--- config.mk ---
export PLATFORM = sky130hd
export DESIGN_NAME = ellipse_rasterizer
export DESIGN_NICKNAME = d
export VERILOG_FILES = /design/src/hw/rtl/ellr_pkg.sv /design/src/hw/rtl/ellipse_rasterizer.sv /design/src/hw/rtl/ellr_unit.sv
export SDC_FILE = /design/constraint.sdc
export NUM_CORES = 2
export LEC_CHECK = 0
export ABC_AREA = 1
export BUFFER_PORTS_ARGS = -buffer_cell sky130_fd_sc_hd__buf_2
export CAP_MARGIN = 30
export CORE_MARGIN = 10
export CORE_UTILIZATION = 55
export DETAILED_ROUTE_END_ITERATION = 10
export PLACE_DENSITY = 0.74
export SYNTH_ARGS = -nofsm -noshare
export SYNTH_HDL_FRONTEND = slang
export SYNTH_SLANG_ARGS = --single-unit
--- constraint.sdc ---
create_clock -name clk -period 9.4 [get_ports clk]
set_input_delay 1.88 -clock clk [delete_from_list [all_inputs] [get_ports clk]]
set_output_delay 1.88 -clock clk [all_outputs]
set_load 0.1 [all_outputs]
--- src/hw/rtl/ellr_pkg.sv ---
// Shared widths, types and operation codes of the ellipse rasteriser.
`timescale 1ns / 1ps

package ellr_pkg;

	localparam int COORD_BITS    = 16;
	localparam int RAD_BITS      = COORD_BITS + 1;
	localparam int CUR_BITS      = COORD_BITS + 2;
	localparam int PT_BITS       = COORD_BITS + 2;
	localparam int TERM_BITS     = 3 * COORD_BITS + 6;
	localparam int MUL_A_BITS    = 2 * COORD_BITS + 3;
	localparam int MUL_B_BITS    = COORD_BITS + 3;
	localparam int IN_DATA_BITS  = ((4 * COORD_BITS + 7) / 8) * 8;
	localparam int OUT_DATA_BITS = ((2 * PT_BITS + 7) / 8) * 8;

	localparam logic FUNC_START = 1'b0;
	localparam logic FUNC_STEP  = 1'b1;

	typedef logic signed [TERM_BITS-1:0] term_t;

	typedef enum logic [1:0] {
		OP_ADD,
		OP_SUB,
		OP_MUL
	} unit_op_t;

	typedef struct packed {
		unit_op_t op;
		term_t    a;
		term_t    b;
	} unit_req_t;

endpackage

--- src/hw/rtl/ellipse_rasterizer.sv ---
// Midpoint ellipse point generator, top level.
`timescale 1ns / 1ps

// A start item (tuser low) takes a centre and an edge point and prepares the terms of the
// midpoint loop, or prepares no terms when both radii are zero. Each advance item (tuser
// high) runs one loop iteration and returns four mirrored points: it is accepted, its terms
// are updated, the first arc hands over to the second where it ends, and the four points are
// loaded, each when the result stream can take it. Every term update and every multiply
// goes through one shared 54-bit unit, one operation per cycle. The final point of the
// ellipse carries tlast. An advance with no ellipse in progress is taken and gives nothing.
module ellipse_rasterizer (
	input  logic                                 clk,
	input  logic                                 arst_n,
	input  logic                                 s_tvalid,
	output logic                                 s_tready,
	// center_x, center_y, edge_x, edge_y
	input  logic [ellr_pkg::IN_DATA_BITS-1:0]    s_tdata,
	// func
	input  logic                                 s_tuser,
	output logic                                 m_tvalid,
	input  logic                                 m_tready,
	// point_x, point_y, zero padding
	output logic [ellr_pkg::OUT_DATA_BITS-1:0]   m_tdata,
	// arc_region
	output logic                                 m_tuser,
	output logic                                 m_tlast
);

	localparam int C  = ellr_pkg::COORD_BITS;
	localparam int TB = ellr_pkg::TERM_BITS;

	typedef enum logic [18:0] {
		ST_IDLE = 19'b1,
		ST_M1   = 19'b1 << 1,
		ST_M2   = 19'b1 << 2,
		ST_M3   = 19'b1 << 3,
		ST_M4   = 19'b1 << 4,
		ST_M5   = 19'b1 << 5,
		ST_E1   = 19'b1 << 6,
		ST_E2   = 19'b1 << 7,
		ST_E3   = 19'b1 << 8,
		ST_A1   = 19'b1 << 9,
		ST_A2   = 19'b1 << 10,
		ST_A3   = 19'b1 << 11,
		ST_A4   = 19'b1 << 12,
		ST_A5   = 19'b1 << 13,
		ST_A6   = 19'b1 << 14,
		ST_A7   = 19'b1 << 15,
		ST_A8   = 19'b1 << 16,
		ST_A9   = 19'b1 << 17,
		ST_EMIT = 19'b1 << 18
	} state_t;

	state_t st_q, st_d;
	logic   act_q, arc2_q;
	logic [1:0] k_q;
	logic   m_valid_q;

	logic signed [C-1:0]                       mid_x_q, mid_y_q;
	logic [ellr_pkg::RAD_BITS-1:0]             rx_q, ry_q;
	logic signed [ellr_pkg::CUR_BITS-1:0]      cur_x_q, cur_y_q, pbx_q, pby_q;
	ellr_pkg::term_t stop_x_q, stop_y_q, xch_q, ych_q, err_q, trx_q, try_q;
	logic   region_q, last_q;
	logic signed [ellr_pkg::PT_BITS-1:0]       m_px_q, m_py_q;
	logic   m_reg_q, m_last_q;

	logic signed [C-1:0]                       in_cx, in_cy, in_ex, in_ey;
	logic signed [ellr_pkg::RAD_BITS-1:0]      dx, dy;
	logic [ellr_pkg::RAD_BITS-1:0]             rx_new, ry_new;
	logic   in_acc, out_load, res_pos, res_neg;
	ellr_pkg::term_t   res, rx_t, ry_t, s_a, s_b, t_a, t_b, c_a, c_b;
	ellr_pkg::unit_req_t req;
	logic signed [ellr_pkg::PT_BITS-1:0]       mx_e, my_e, pt_x, pt_y;

	ellr_unit u_unit (
		.clk   (clk),
		.req   (req),
		.res_q (res)
	);

	always_comb begin
		in_cx  = s_tdata[C-1:0];
		in_cy  = s_tdata[2*C-1:C];
		in_ex  = s_tdata[3*C-1:2*C];
		in_ey  = s_tdata[4*C-1:3*C];
		dx     = ellr_pkg::RAD_BITS'(in_cx) - ellr_pkg::RAD_BITS'(in_ex);
		dy     = ellr_pkg::RAD_BITS'(in_cy) - ellr_pkg::RAD_BITS'(in_ey);
		rx_new = dx[ellr_pkg::RAD_BITS-1] ? -dx : dx;
		ry_new = dy[ellr_pkg::RAD_BITS-1] ? -dy : dy;
		in_acc = s_tvalid && s_tready;
		rx_t   = TB'(rx_q);
		ry_t   = TB'(ry_q);
		s_a    = arc2_q ? stop_x_q : stop_y_q;
		t_a    = arc2_q ? try_q : trx_q;
		c_a    = arc2_q ? xch_q : ych_q;
		s_b    = arc2_q ? stop_y_q : stop_x_q;
		t_b    = arc2_q ? trx_q : try_q;
		c_b    = arc2_q ? ych_q : xch_q;
		res_pos = (res != '0) && !res[TB-1];
		res_neg = res[TB-1];
		out_load = (st_q == ST_EMIT) && (!m_valid_q || m_tready);
		mx_e   = ellr_pkg::PT_BITS'(mid_x_q);
		my_e   = ellr_pkg::PT_BITS'(mid_y_q);
		pt_x   = k_q[0] ? mx_e - pbx_q : mx_e + pbx_q;
		pt_y   = k_q[1] ? my_e - pby_q : my_e + pby_q;
	end

	always_comb begin
		st_d   = st_q;
		req.op = ellr_pkg::OP_ADD;
		req.a  = s_a;
		req.b  = t_a;
		unique case (st_q)
			ST_IDLE: begin
				if (in_acc) begin
					if (s_tuser == ellr_pkg::FUNC_START) begin
						if (rx_new != '0 || ry_new != '0) begin
							st_d = ST_M1;
						end
					end else if (act_q) begin
						st_d = ST_A1;
					end
				end
			end
			ST_M1: begin
				req.op = ellr_pkg::OP_MUL;
				req.a  = rx_t;
				req.b  = rx_t;
				st_d   = ST_M2;
			end
			ST_M2: begin
				req.op = ellr_pkg::OP_MUL;
				req.a  = ry_t;
				req.b  = ry_t;
				st_d   = ST_M3;
			end
			ST_M3: begin
				req.op = ellr_pkg::OP_MUL;
				req.a  = res;
				req.b  = TB'(1) - (rx_t <<< 1);
				st_d   = ST_M4;
			end
			ST_M4: begin
				req.op = ellr_pkg::OP_MUL;
				req.a  = try_q;
				req.b  = rx_t;
				st_d   = ST_M5;
			end
			ST_M5: st_d = ST_IDLE;
			ST_E1: begin
				req.op = ellr_pkg::OP_MUL;
				req.a  = trx_q >>> 1;
				req.b  = TB'(1) - (ry_t <<< 1);
				st_d   = ST_E2;
			end
			ST_E2: begin
				req.op = ellr_pkg::OP_MUL;
				req.a  = trx_q;
				req.b  = ry_t;
				st_d   = ST_E3;
			end
			ST_E3: st_d = ST_EMIT;
			ST_A1: st_d = ST_A2;
			ST_A2: begin
				req.a = err_q;
				req.b = c_a;
				st_d  = ST_A3;
			end
			ST_A3: begin
				req.a = c_a;
				req.b = t_a;
				st_d  = ST_A4;
			end
			ST_A4: begin
				req.a = err_q <<< 1;
				req.b = c_b;
				st_d  = ST_A5;
			end
			ST_A5: begin
				req.op = ellr_pkg::OP_SUB;
				req.a  = s_b;
				if (res_pos) begin
					req.b = t_b;
					st_d  = ST_A6;
				end else begin
					req.b = s_a;
					st_d  = ST_A9;
				end
			end
			ST_A6: begin
				req.a = err_q;
				req.b = c_b;
				st_d  = ST_A7;
			end
			ST_A7: begin
				req.a = c_b;
				req.b = t_b;
				st_d  = ST_A8;
			end
			ST_A8: begin
				req.op = ellr_pkg::OP_SUB;
				req.a  = s_b;
				req.b  = s_a;
				st_d   = ST_A9;
			end
			ST_A9: st_d = (!arc2_q && res_neg) ? ST_E1 : ST_EMIT;
			ST_EMIT: begin
				if (out_load && k_q == 2'd3) begin
					st_d = ST_IDLE;
				end
			end
			default: st_d = ST_IDLE;
		endcase
	end

	always_ff @(posedge clk or negedge arst_n) begin
		if (!arst_n) begin
			st_q      <= ST_IDLE;
			act_q     <= 1'b0;
			arc2_q    <= 1'b0;
			k_q       <= 2'd0;
			m_valid_q <= 1'b0;
		end else begin
			st_q <= st_d;
			if (st_q == ST_IDLE && in_acc && s_tuser == ellr_pkg::FUNC_START) begin
				act_q  <= 1'b0;
				arc2_q <= 1'b0;
			end
			if (st_q == ST_M5) begin
				act_q <= 1'b1;
			end
			if (st_q == ST_E3) begin
				arc2_q <= 1'b1;
			end
			if (st_q == ST_A9 && arc2_q && res_neg) begin
				act_q <= 1'b0;
			end
			if (st_q == ST_IDLE) begin
				k_q <= 2'd0;
			end else if (out_load) begin
				k_q <= k_q + 2'd1;
			end
			if (out_load) begin
				m_valid_q <= 1'b1;
			end else if (m_tready) begin
				m_valid_q <= 1'b0;
			end
		end
	end

	always_ff @(posedge clk) begin
		unique case (st_q)
			ST_IDLE: begin
				if (in_acc) begin
					if (s_tuser == ellr_pkg::FUNC_START) begin
						mid_x_q <= in_cx;
						mid_y_q <= in_cy;
						rx_q    <= rx_new;
						ry_q    <= ry_new;
					end else begin
						pbx_q    <= cur_x_q;
						pby_q    <= cur_y_q;
						region_q <= arc2_q;
						last_q   <= 1'b0;
					end
				end
			end
			ST_M2: begin
				trx_q <= res <<< 1;
				ych_q <= res;
			end
			ST_M3: try_q <= res <<< 1;
			ST_M4: xch_q <= res;
			ST_M5: begin
				stop_x_q <= res;
				stop_y_q <= '0;
				err_q    <= '0;
				cur_x_q  <= ellr_pkg::CUR_BITS'(rx_q);
				cur_y_q  <= '0;
			end
			ST_E2: ych_q <= res;
			ST_E3: begin
				stop_y_q <= res;
				stop_x_q <= '0;
				xch_q    <= try_q >>> 1;
				err_q    <= '0;
				cur_x_q  <= '0;
				cur_y_q  <= ellr_pkg::CUR_BITS'(ry_q);
			end
			ST_A1: begin
				if (arc2_q) begin
					cur_x_q <= cur_x_q + ellr_pkg::CUR_BITS'(1);
				end else begin
					cur_y_q <= cur_y_q + ellr_pkg::CUR_BITS'(1);
				end
			end
			ST_A2: begin
				if (arc2_q) begin
					stop_x_q <= res;
				end else begin
					stop_y_q <= res;
				end
			end
			ST_A3, ST_A7: err_q <= res;
			ST_A4: begin
				if (arc2_q) begin
					xch_q <= res;
				end else begin
					ych_q <= res;
				end
			end
			ST_A5: begin
				if (res_pos) begin
					if (arc2_q) begin
						cur_y_q <= cur_y_q - ellr_pkg::CUR_BITS'(1);
					end else begin
						cur_x_q <= cur_x_q - ellr_pkg::CUR_BITS'(1);
					end
				end
			end
			ST_A6: begin
				if (arc2_q) begin
					stop_y_q <= res;
				end else begin
					stop_x_q <= res;
				end
			end
			ST_A8: begin
				if (arc2_q) begin
					ych_q <= res;
				end else begin
					xch_q <= res;
				end
			end
			ST_A9: begin
				if (arc2_q) begin
					last_q <= res_neg;
				end
			end
			default: begin
			end
		endcase
		if (out_load) begin
			m_px_q   <= pt_x;
			m_py_q   <= pt_y;
			m_reg_q  <= region_q;
			m_last_q <= (k_q == 2'd3) && last_q;
		end
	end

	assign s_tready = (st_q == ST_IDLE);
	assign m_tvalid = m_valid_q;
	assign m_tdata  = ellr_pkg::OUT_DATA_BITS'({m_py_q, m_px_q});
	assign m_tuser  = m_reg_q;
	assign m_tlast  = m_last_q;

endmodule

--- src/hw/rtl/ellr_unit.sv ---
// Shared arithmetic unit: one signed multiply, add or subtract per cycle, result registered.
`timescale 1ns / 1ps

module ellr_unit (
	input  logic                clk,
	input  ellr_pkg::unit_req_t req,
	output ellr_pkg::term_t     res_q
);

	logic signed [ellr_pkg::MUL_A_BITS-1:0]                      mul_a;
	logic signed [ellr_pkg::MUL_B_BITS-1:0]                      mul_b;
	logic signed [ellr_pkg::MUL_A_BITS+ellr_pkg::MUL_B_BITS-1:0] prod;
	ellr_pkg::term_t                                             res_d;

	always_comb begin
		mul_a = req.a[ellr_pkg::MUL_A_BITS-1:0];
		mul_b = req.b[ellr_pkg::MUL_B_BITS-1:0];
		prod  = mul_a * mul_b;
		case (req.op)
			ellr_pkg::OP_ADD: res_d = req.a + req.b;
			ellr_pkg::OP_SUB: res_d = req.a - req.b;
			ellr_pkg::OP_MUL: res_d = ellr_pkg::TERM_BITS'(prod);
			default:          res_d = req.a;
		endcase
	end

	always_ff @(posedge clk) begin
		res_q <= res_d;
	end

endmodule

==> impl_metrics.csv <==
group,metric,value,unit
status,outcome,"completed",
critical_path,crit_type,"flop to flop",
floorplan,fp.dieW,369.6,um
critical_path,arrival,9.81,ns
clock_tree,cts_buffers,76,
finish,finalNetCount,10112,
synthesis,ys_async_sr_fraction,0.03797,
synthesis,ys_types,75,
sta,finalSetupViolCount,0,
sta,slew_viol_final,0,
grt,grt_use_met1,0.4773,
finish,layout-drive-gt1-share,0.08973,
sta,finalHoldViolCount,0,
synthesis,ys_warn_count,0,
synthesis,synth_edf_count,554,
synthesis,syn-cell-area,67230,um2
clock_tree,clkTransAtPathRegs,0.06,ns
critical_path,startpoint_type,"flop",
sta,worst_slew_pin_slew,1.076,ns
sta,clock_skew,0.03970,ns
route,drtIter0Drc,8001,
critical_path,slowest_delay,0.55,ns
synthesis,syn_area_per_cell,7.655,um2
critical_path,path_common_cell,"fa_1",
critical_path,slowest_stage,"dfstp_2",
floorplan,io_pins,113,
grt,use_met3,0.07195,
run,maxCapViolations,0,
sta,period_needed,9.267,ns
floorplan,dieArea,136600,um2
grt,antenna_found_initial,2,
synthesis,synth_seq_cells,632,
floorplan,initial_utilization,0.5530,
grt,grtUsageMet2,0.6238,
route,wl_per_cell,25.08,um
clock_tree,cts_sinks,632,
place,place_congestion,1.056,
clock_tree,clockRootBuffer,"clkbuf_16",
route,drt_wl_total,270.4,mm
clock_tree,clk_path_buf_depth,3,
place,dp.cells,10599,
finish,fin_cells,10778,
clock_tree,clk_latency,0.70,ns
critical_path,crit_path_end_kind,"flop",
critical_path,r2r_setup_slack,0.13,ns
critical_path,cp_max_fo,28,
critical_path,cp_num_buf_inv,10,
synthesis,seq_area_frac_synth,0.2725,
route,vias,63897,
place,hpwl,212.7,mm
synthesis,synth_cells,8782,
clock_tree,cts_tree,"yes",
synthesis,synthFlopType,"edfxtp_1",
route,dr.pass1.iters,8,
grt,grt_pass1_vias,62258,
grt,grt_use_total,0.3862,
critical_path,cp.required,9.95,ns
grt,grt_pass1_wl,395.1,mm
finish,mostFrequentLayoutCells,"nand2_1, inv_1, nor2_1, fa_1, o21ai_0",
finish,layout_commonest_cell,"nand2_1",
grt,grt_most_used_layer,"met2",
floorplan,placeableCoreArea,121600,um2
grt,grt_max_degree,85,
finish,area_growth,11.49,%
sta,post-route-period-util,0.9859,
clock_tree,htreeDepth,3,
route,antenna_left,0,
grt,grt-ovfl-total,0,
sta,max_freq,107.9,MHz
route,routed_via_density,5.928,
clock_tree,holdBufCountCts,0,
finish,final_util,0.6166,
min_path,hp-class,"flop to flop",
sta,relSlewSlack,0.2732,
place,port_buffers,108,
route,drc,0,
floorplan,rows,128,
floorplan,die_h,369.6,um
critical_path,crit_family,"adder cells",
sta,hold_slack,0.4256,ns
-- Yosys cell counts, drive strengths merged, types with 19 or more instances --
| cell | count | share of area |
|---|---|---|
| nand3 | 268 | 0.021 |
| o21a | 23 | 0.0026 |
| o2111ai | 28 | 0.0036 |
| a21oi | 354 | 0.027 |
| o21ai | 649 | 0.049 |
| fa | 649 | 0.19 |
| or2 | 29 | 0.0027 |
| buf | 156 | 0.012 |
| and2 | 19 | 0.0018 |
| o22ai | 108 | 0.010 |
| ha | 304 | 0.057 |
| xor2 | 123 | 0.016 |
| nor3 | 87 | 0.0065 |
| a31oi | 54 | 0.0050 |
| a211oi | 23 | 0.0026 |
| nand2 | 2077 | 0.12 |
| dfrtp | 23 | 0.0086 |
| dfxtp | 54 | 0.016 |
| a221oi | 40 | 0.0052 |
| edfxtp | 554 | 0.25 |
| clkbuf | 159 | 0.0089 |
| xnor2 | 57 | 0.0074 |
| nand4 | 83 | 0.0080 |
| inv | 1701 | 0.095 |
| nor2 | 973 | 0.056 |
-- path summary, 6_finish.rpt --
kind / start / to / cells past startpoint
worst max-delay path: st_q[0] / u_unit.res_q[46] / 37
worst min-delay path: region_q / m_tuser / 0
worst max register to register: st_q[0] / u_unit.res_q[46] / 37
worst min register to register: region_q / m_tuser / 0
max in group asynchronous: arst_n / arc2_q / 1
min in group asynchronous: arst_n / arc2_q / 1
-- through the flow --
stage               instance area [um2]  setup TNS, ns  worst slack, ns
global route                      74940        -0.1065         -0.04625
floorplan                         67240              0           0.8583
finish                            74950              0           0.1326
global placement                  71580        -0.1443          -0.1443
CTS                               74250              0          0.05697
detailed placement                71780       -0.09698         -0.09698
-- layout make-up --
| type | instances | area (um2) |
|---|---|---|
| flip-flops and latches | 632 | 18320 |
| well taps | 1625 | 2033 |
| repair buffers | 540 | 4183 |
| inverters | 1714 | 6465 |
| multi-input cells | 6126 | 41480 |
| diodes | 3 | 7.507 |
| clock inverters | 43 | 424.2 |
| clock buffers | 95 | 2036 |
| fillers | 10754 | 46610 |
-- layer usage --
layer  share of wire  vias to the layer above
li1                -                    28460
met3            0.11                      929
met5               0                        -
met4           0.078                        0
met2            0.46                     4064
met1            0.36                    30444
-- sequential cells by signal, indices dropped and copies added (netlist names), 53 cells and up --
| name | flops |
|---|---|
| stop_y_q | 54 |
| u_unit.res_q | 54 |
| stop_x_q | 54 |
| xch_q | 54 |
| trx_q | 53 |
| try_q | 53 |
| err_q | 54 |
| ych_q | 54 |
-- logic make-up after synthesis --
group | Yosys count | share of synthesized area
buf+inv | 2029 | 0.1165
xor+xnor | 180 | 0.02345
flops | 632 | 0.2725
other cells | 1 | 0.00005578
fa+ha+maj | 953 | 0.2498
mux | 16 | 0.002382
compound gates | 1390 | 0.1176
simple gates | 3581 | 0.2176
-- repair_timing --
action,4_1_cts,5_1_grt
setup buffers,0,35
setup endpoints to repair,1,23
pin swaps,0,11
gates resized for setup,2,78
cloned,0,2
Power is not shown: default switching activity piles up to over one toggle a cycle in this logic, so the estimate is an artifact.
